--- src/sv/pfc_pkg.sv ---
// Package for the packet frame checker: item types, status codes, register
// indexes and CRC-32 constants. No dependencies; used by every module.
`default_nettype none

package pfc_pkg;

    localparam logic [31:0] CRC_INIT = 32'hFFFF_FFFF;
    localparam logic [31:0] CRC_POLY = 32'hEDB8_8320;

    localparam logic [31:0] MAX_LEN_RESET = 32'd1048576;

    // Configuration register indexes
    localparam logic REG_MAGIC   = 1'b0;
    localparam logic REG_MAX_LEN = 1'b1;

    // Input operation codes
    localparam logic OP_HEADER = 1'b0;
    localparam logic OP_BYTE   = 1'b1;

    // Result status codes
    localparam logic [2:0] ST_GOOD         = 3'd0;
    localparam logic [2:0] ST_BAD_MAGIC    = 3'd1;
    localparam logic [2:0] ST_TOO_LARGE    = 3'd2;
    localparam logic [2:0] ST_CRC_MISMATCH = 3'd3;
    localparam logic [2:0] ST_STRAY        = 3'd4;

    typedef struct packed {
        logic        operation;
        logic [31:0] header_magic;
        logic [15:0] header_type;
        logic [31:0] header_length;
        logic [31:0] header_crc;
        logic [7:0]  data_byte;
    } t_in_item;

    typedef struct packed {
        logic [2:0]  status;
        logic [15:0] packet_type;
        logic [31:0] payload_length;
        logic [31:0] computed_crc;
    } t_out_item;

endpackage

`default_nettype wire

--- src/sv/pfc_crc8.sv ---
// Byte-wide update of a reflected CRC-32 (one byte per call, no final inversion).
// Depends on pfc_pkg for the polynomial.
`default_nettype none

module pfc_crc8 (
    input  wire logic [31:0] i_crc,
    input  wire logic [7:0]  i_byte,
    output logic      [31:0] o_crc
);
    import pfc_pkg::*;

    always_comb begin
        logic [31:0] c;
        c = i_crc ^ {24'd0, i_byte};
        // Eight LSB-first shift steps; synthesis folds them into an XOR net
        for (int k = 0; k < 8; k++) begin
            if (c[0]) begin
                c = (c >> 1) ^ CRC_POLY;
            end else begin
                c = c >> 1;
            end
        end
        o_crc = c;
    end

endmodule

`default_nettype wire

--- src/sv/packet_frame_check.sv ---
// Top level of the packet frame checker: input register, header/byte checking
// with CRC-32 update, result register. Depends on pfc_pkg and pfc_crc8.
//
// Usage:
//   Input channel (i_in_valid / o_in_stall / i_in_item): one item per accept,
//   either a packet header (magic, type, length, expected CRC) or one payload
//   byte. Output channel (o_out_valid / i_out_stall / o_out_item): at most one
//   result per input item, in input order.
//   Configuration: i_cfg_we writes i_cfg_data into register i_cfg_index
//   (magic word, maximum payload length). Write only while the block is idle.
//   Path: each item is held in the input register while it is checked; its
//   result is loaded into the result register, which drives o_out_valid.
//   Throughput: one item per cycle. The checking stage fires whenever the
//   result register is empty or being drained, so items flow back to back as
//   long as the receiver takes each result; while a finished result waits,
//   the input register takes one more item and then the input side stalls.
//   Stall: when the receiver holds i_out_stall with a result pending, the
//   checking stage halts, the input register fills and o_in_stall rises in
//   the same cycle; no item is lost or repeated.
//   Reset (synchronous, i_rst_n low): both registers empty, no packet in
//   progress, CRC at all ones, magic word 0, maximum length 1048576.
`default_nettype none

module packet_frame_check (
    input  wire logic              i_clk,
    input  wire logic              i_rst_n,
    // configuration
    input  wire logic              i_cfg_we,
    input  wire logic              i_cfg_index,
    input  wire logic [31:0]       i_cfg_data,
    // input channel
    input  wire logic              i_in_valid,
    output logic                   o_in_stall,
    input  wire pfc_pkg::t_in_item i_in_item,
    // output channel
    output logic                   o_out_valid,
    input  wire logic              i_out_stall,
    output pfc_pkg::t_out_item     o_out_item
);
    import pfc_pkg::*;

    // configuration registers
    logic [31:0] r_magic;
    logic [31:0] r_max_len;

    // input register
    logic        r_in_valid;
    t_in_item    r_in;

    // packet state
    logic        r_in_payload;
    logic [31:0] r_bytes_left;
    logic [31:0] r_crc;
    logic [31:0] r_held_crc;
    logic [15:0] r_held_type;
    logic [31:0] r_held_len;

    // result register
    logic        r_out_valid;
    t_out_item   r_out;

    logic        fire;
    logic [31:0] crc_upd;

    logic        n_in_payload;
    logic [31:0] n_bytes_left;
    logic [31:0] n_crc;
    logic        n_hold;
    logic        n_res_valid;
    t_out_item   n_res;

    // Advance the checking stage when the result slot is free or draining
    assign fire       = r_in_valid && (!r_out_valid || !i_out_stall);
    assign o_in_stall = r_in_valid && !fire;

    pfc_crc8 u_crc8 (
        .i_crc  (r_crc),
        .i_byte (r_in.data_byte),
        .o_crc  (crc_upd)
    );

    // Configuration writes
    always_ff @(posedge i_clk) begin
        if (!i_rst_n) begin
            r_magic   <= '0;
            r_max_len <= MAX_LEN_RESET;
        end else if (i_cfg_we) begin
            case (i_cfg_index)
                REG_MAGIC:   r_magic   <= i_cfg_data;
                REG_MAX_LEN: r_max_len <= i_cfg_data;
                default:     r_magic   <= r_magic;
            endcase
        end
    end

    // Input register: load whenever it is empty or moving on
    always_ff @(posedge i_clk) begin
        if (!i_rst_n) begin
            r_in_valid <= 1'b0;
        end else if (!o_in_stall) begin
            r_in_valid <= i_in_valid;
        end
    end

    always_ff @(posedge i_clk) begin
        if (!o_in_stall && i_in_valid) begin
            r_in <= i_in_item;
        end
    end

    // Checking logic for the item in the input register
    always_comb begin
        n_in_payload = r_in_payload;
        n_bytes_left = r_bytes_left;
        n_crc        = r_crc;
        n_hold       = 1'b0;
        n_res_valid  = 1'b0;
        n_res        = '0;

        if (r_in.operation == OP_HEADER) begin
            // A new header drops any packet in progress
            n_in_payload          = 1'b0;
            n_bytes_left          = '0;
            n_crc                 = CRC_INIT;
            n_res.packet_type     = r_in.header_type;
            n_res.payload_length  = r_in.header_length;
            if (r_in.header_magic != r_magic) begin
                n_res_valid  = 1'b1;
                n_res.status = ST_BAD_MAGIC;
            end else if (r_in.header_length > r_max_len) begin
                n_res_valid  = 1'b1;
                n_res.status = ST_TOO_LARGE;
            end else begin
                n_hold = 1'b1;
                if (r_in.header_length == '0) begin
                    // empty payload: good at once
                    n_res_valid  = 1'b1;
                    n_res.status = ST_GOOD;
                end else begin
                    n_in_payload = 1'b1;
                    n_bytes_left = r_in.header_length;
                end
            end
        end else if (!r_in_payload) begin
            n_res_valid  = 1'b1;
            n_res.status = ST_STRAY;
        end else begin
            n_crc        = crc_upd;
            n_bytes_left = r_bytes_left - 32'd1;
            if (r_bytes_left == 32'd1) begin
                // last byte: compare the inverted CRC and go idle
                n_res_valid          = 1'b1;
                n_res.computed_crc   = ~crc_upd;
                n_res.packet_type    = r_held_type;
                n_res.payload_length = r_held_len;
                n_res.status         = (~crc_upd == r_held_crc) ? ST_GOOD : ST_CRC_MISMATCH;
                n_in_payload         = 1'b0;
                n_crc                = CRC_INIT;
            end
        end
    end

    // Packet state
    always_ff @(posedge i_clk) begin
        if (!i_rst_n) begin
            r_in_payload <= 1'b0;
            r_bytes_left <= '0;
            r_crc        <= CRC_INIT;
        end else if (fire) begin
            r_in_payload <= n_in_payload;
            r_bytes_left <= n_bytes_left;
            r_crc        <= n_crc;
        end
    end

    always_ff @(posedge i_clk) begin
        if (fire && n_hold) begin
            r_held_crc  <= r_in.header_crc;
            r_held_type <= r_in.header_type;
            r_held_len  <= r_in.header_length;
        end
    end

    // Result register: drain on accept, load on a producing item
    always_ff @(posedge i_clk) begin
        if (!i_rst_n) begin
            r_out_valid <= 1'b0;
        end else if (fire) begin
            r_out_valid <= n_res_valid;
        end else if (!i_out_stall) begin
            r_out_valid <= 1'b0;
        end
    end

    always_ff @(posedge i_clk) begin
        if (fire && n_res_valid) begin
            r_out <= n_res;
        end
    end

    assign o_out_valid = r_out_valid;
    assign o_out_item  = r_out;

    // A packet in progress always has bytes left to take
    a_payload_count: assert property (@(posedge i_clk) disable iff (!i_rst_n)
        r_in_payload |-> (r_bytes_left != '0))
        else $error("payload pending with zero bytes left");

    // Between packets the CRC sits at its initial value
    a_crc_idle: assert property (@(posedge i_clk) disable iff (!i_rst_n)
        !r_in_payload |-> (r_crc == CRC_INIT))
        else $error("CRC not reset between packets");

    // A byte with no header pending yields a stray report next cycle
    a_stray: assert property (@(posedge i_clk) disable iff (!i_rst_n)
        (fire && (r_in.operation == OP_BYTE) && !r_in_payload)
            |=> (r_out_valid && (r_out.status == ST_STRAY)))
        else $error("stray byte not reported");

    // The stage only halts while a result is blocked at the output
    a_stall_cause: assert property (@(posedge i_clk) disable iff (!i_rst_n)
        o_in_stall |-> (r_in_valid && r_out_valid && i_out_stall))
        else $error("input stalled without an output block");

endmodule

`default_nettype wire
--- config.mk ---
export PLATFORM = sky130hd
export DESIGN_NAME = packet_frame_check
export DESIGN_NICKNAME = d
export VERILOG_FILES = /design/src/sv/pfc_pkg.sv /design/src/sv/pfc_crc8.sv /design/src/sv/packet_frame_check.sv
export SDC_FILE = /design/constraint.sdc
export NUM_CORES = 1
export LEC_CHECK = 0
export ABC_CLOCK_PERIOD_IN_PS = 14200
export BUFFER_PORTS_ARGS = -buffer_cell sky130_fd_sc_hd__buf_2
export CELL_PAD_IN_SITES_DETAIL_PLACEMENT = 1
export CELL_PAD_IN_SITES_GLOBAL_PLACEMENT = 1
export CORE_ASPECT_RATIO = 0.8
export CORE_MARGIN = 10
export CORE_UTILIZATION = 40
export DETAILED_ROUTE_END_ITERATION = 16
export MAX_ROUTING_LAYER = met4
export PLACE_DENSITY_LB_ADDON = 0.3
export SETUP_SLACK_MARGIN = 0.15
export SLEW_MARGIN = 20
export SYNTH_ARGS = -nofsm -noshare
export SYNTH_HDL_FRONTEND = slang
export SYNTH_SLANG_ARGS = --single-unit
--- constraint.sdc ---
create_clock -name i_clk -period 14.2 [get_ports i_clk]
set_clock_uncertainty 0.15 [all_clocks]
set_input_delay 2.84 -clock i_clk [delete_from_list [all_inputs] [get_ports i_clk]]
set_output_delay 2.84 -clock i_clk [all_outputs]
set_load 0.01 [all_outputs]
==> flow_summary_export.csv <==
group,metric,value,unit
outcome,status,"complete, no violations",
synthesis,synth_compound_area_share,10.17,%
finish,fin_util,48.03,%
setup_path,rr_worst_depth,9,
cts,holdBufCountCts,0,
floorplanning,pin_count,244,
synthesis,synth_xor_area_share,10.16,%
setup_path,regToRegStartpoint,"r_in[65]$_DFFE_PP_",
setup_path,cp_cell_sequence,"buf_2, and3_1, buf_2",
power,p_seq_share,47.2,%
sta,tightest_slew,1051,ps
synthesis,syn-num-nets,1562,
setup_path,cp-start-kind,"primary input",
min_path,holdPathEnd,"r_held_crc[11]$_DFFE_PP_",
synthesis,post_synth_num_cell_types,60,
detailed_routing,wire_per_inst,22.38,um
sta,finalCritPeriodShare,44.56,%
setup_path,r2r-end,"r_held_crc[25]$_DFFE_PP_",
detailed_routing,vias_per_cell,5.321,
cts,h-tree-depth,2,
finish,design_area,20640,sq um
setup_path,cp_num_buf_inv,2,
sta,rsz0062_at_grt,"false",
global_routing,overflow,0,
global_routing,grt_pass1_vias,12695,
synthesis,synth.most_common_cell,"edfxtp_1",
power,pwr-share-comb,12.5,%
setup_path,path_common_cell,"buf_2",
placed_design,place_inst,2127,
synthesis,synthAdderAreaFrac,2.459,%
synthesis,synth-warning-count,0,
synthesis,synth_ff_type,"edfxtp_1",
sta,hold_viol_final,0,
floorplanning,coreArea,42970,sq um
sta,max_freq,158.1,MHz
synthesis,synth-seq-cells,415,
synthesis,yosysSeqAreaShare,64.44,%
power,power_density,142.0,nW/um^2
min_path,holdPathStages,0,
setup_path,cpPeakStageDelay,240,ps
setup_path,path_delay_family,"buffers and inverters",
synthesis,syn_inst,1369,
cts,post_cts_resized,0,
floorplanning,rows,68,
placed_design,gp_congestion,0.8450,
power,internal-power,2.197,mW
cts,clock_latency,570,ps
placed_design,port_buffers,243,
power,sw_frac_of_total,25.04,%
cts,postCtsSetupBuffers,0,
cts,clock-sinks,415,
global_routing,gr-usage-all-layers,19.36,%
sta,slew-limit-headroom,29.91,%
placed_design,post_dp_cell_area,19150,sq um
synthesis,synth_top_family_by_area,"compound AO/OA/AOI/OAI gates",
power,p_leak,7.907,nW
setup_path,endpoint_kind,"output port",
finish,stdcell_count,2210,
cts,cts_buffers,44,
min_path,min_path_type,"flop to flop",
synthesis,synth_area_leaders,"edfxtp_1 49%, dfxtp_1 15%, nand2_1 4.1%",
synthesis,yosys-top-cells-count,"284 x edfxtp_1, 189 x nand2_1, 131 x dfxtp_1",
synthesis,synthMuxAreaShare,0.1808,%
cts,cts_max_path_buffers,3,
synthesis,synthArstFlopShare,0,%
cts,cts_tree,"built",
floorplanning,initial_utilization,40.27,%
cts,path_clk_slew,50,ps
synthesis,syn_area,17300,sq um
detailed_routing,dr_total_vias,11759,
global_routing,grt_max_degree,74,
global_routing,antenna_found_initial,1,
synthesis,synth.avg_cell_area,12.64,sq um
setup_path,crit_fanout,3,
cts,clock_tree.root_cell,"clkbuf_16",
finish,drive_gt1_share,21.60,%
global_routing,grt_pass1_wl,75.48,mm
synthesis,yosys.area.top_type_share,49.29,%
floorplanning,fp.dieW,252.5,um
power,power,2.931,mW
sta,setup_violations,0,
finish,syn2layout_area_growth,19.27,%
detailed_routing,ant_nets,0,
detailed_routing,routed_wl,49.46,mm
setup_path,crit_type,"primary input to output port",
power,pwr-share-clk,40.3,%
floorplanning,fp.dieH,206.0,um
setup_path,critPathRequiredTime,11210,ps
synthesis,synth-simple-area-share,10.15,%
sta,slew_violations,0,
setup_path,crit_path_top_delay_cell,"and3_1",
setup_path,r2r_slack,9980,ps
sta,finalSetupTns,0,ps
synthesis,synth_top_cell_by_area,"edfxtp_1",
power,peakVddDrop,0.09357,mV
detailed_routing,first_pass_iters,5,
floorplanning,dieArea,52030,sq um
job,drv_cap,0,
power,power.switching,0.7339,mW
detailed_routing,drc,0,
synthesis,synth-edff-count,284,
finish,nets,1807,
min_path,min_from,"r_in[19]$_DFFE_PP_",
detailed_routing,drt_iter0_drc,819,
placed_design,dp_hpwl,34.30,mm
sta,period_minus_slack,6327,ps
setup_path,crit_arrival,3340,ps
==> logic make-up after synthesis <==
family	count (synthesis)
DFF	415
adders and majority gates	34
xor gates and xnor gates	150
and+or+nand+nor	391
buffers and inverters	108
AOI/OAI and AO/OA	268
muxes	3
==> placed cells by master (no fill, tap or decap), types with 10 or more instances in the layout <==
| cell type | n |
|---|---|
| a21o_1 | 12 |
| dfxtp_1 | 131 |
| edfxtp_1 | 284 |
| xor2_1 | 60 |
| a21oi_1 | 89 |
| xnor3_1 | 17 |
| nand2_1 | 188 |
| o21ai_0 | 39 |
| nor2_1 | 80 |
| nor4_1 | 27 |
| o22ai_1 | 32 |
| buf_4 | 19 |
| a221oi_1 | 19 |
| a22o_1 | 41 |
| nand3_1 | 10 |
| clkbuf_16 | 45 |
| nand4_1 | 16 |
| nor3_1 | 25 |
| buf_2 | 243 |
| inv_1 | 42 |
| xnor2_1 | 55 |
| ha_1 | 34 |
==> cell type report <==
type,instances,area (sq um)
clock buffers,56,1187
repair buffers,263,1379
well taps,560,700.7
flip-flops and latches,415,11150
diodes,2,5.005
fillers,4446,22330
inverters,44,166.4
clock inverters,24,272.8
multi-input cells,846,5776
==> through the flow <==
step	worst slack, ps	hold slack, ps
after floorplan	4720	250.3
after global placement	7880	256.2
after detailed placement	7867	255.6
after CTS	7871	269.6
after global routing	7829	275.8
final	7873	266.7
==> worst max path at each step <==
stage / slack (ps) / endpoint / cells after the start / start
3_3_place_gp: 7880 / o_in_stall / 3 / i_out_stall
2_1_floorplan: 4720 / o_out_item[0]$_SDFFCE_PN0P_ / 3 / i_out_stall
6_report: 7870 / o_in_stall / 3 / i_out_stall
3_5_place_dp: 7870 / o_in_stall / 3 / i_out_stall
4_1_cts: 7870 / o_in_stall / 3 / i_out_stall
5_1_grt: 7830 / o_in_stall / 3 / i_out_stall
==> power by group through the flow <==
stage                     logic, mW  clock network, mW  registers [mW]
after CTS                     0.367               1.21            1.38
after global placement        0.350                  0            1.41
after global routing          0.399               1.26            1.39
after detailed placement      0.363                  0            1.41
after floorplan               0.235                  0            1.41
final                         0.366               1.18            1.38
==> layer usage <==
metal | share of wire [%] | up-vias | track usage [%]
li1 | - | 5471 | -
met1 | 46 | 5942 | 25.81
met2 | 47 | 289 | 30.49
met3 | 5.2 | 57 | 3.104
met4 | 1.7 | 0 | 4.904
met5 | 0 | - | -
==> state kept, by name (all words and copies together), names as in the netlist, 32 cells and up <==
name and flops:
r_in 121, o_out_item 83, r_bytes_left 32, r_crc 32, r_held_crc 32, r_held_len 32
r_magic 32, r_max_len 32
No activity file was read; power rests on OpenSTA's default activity.
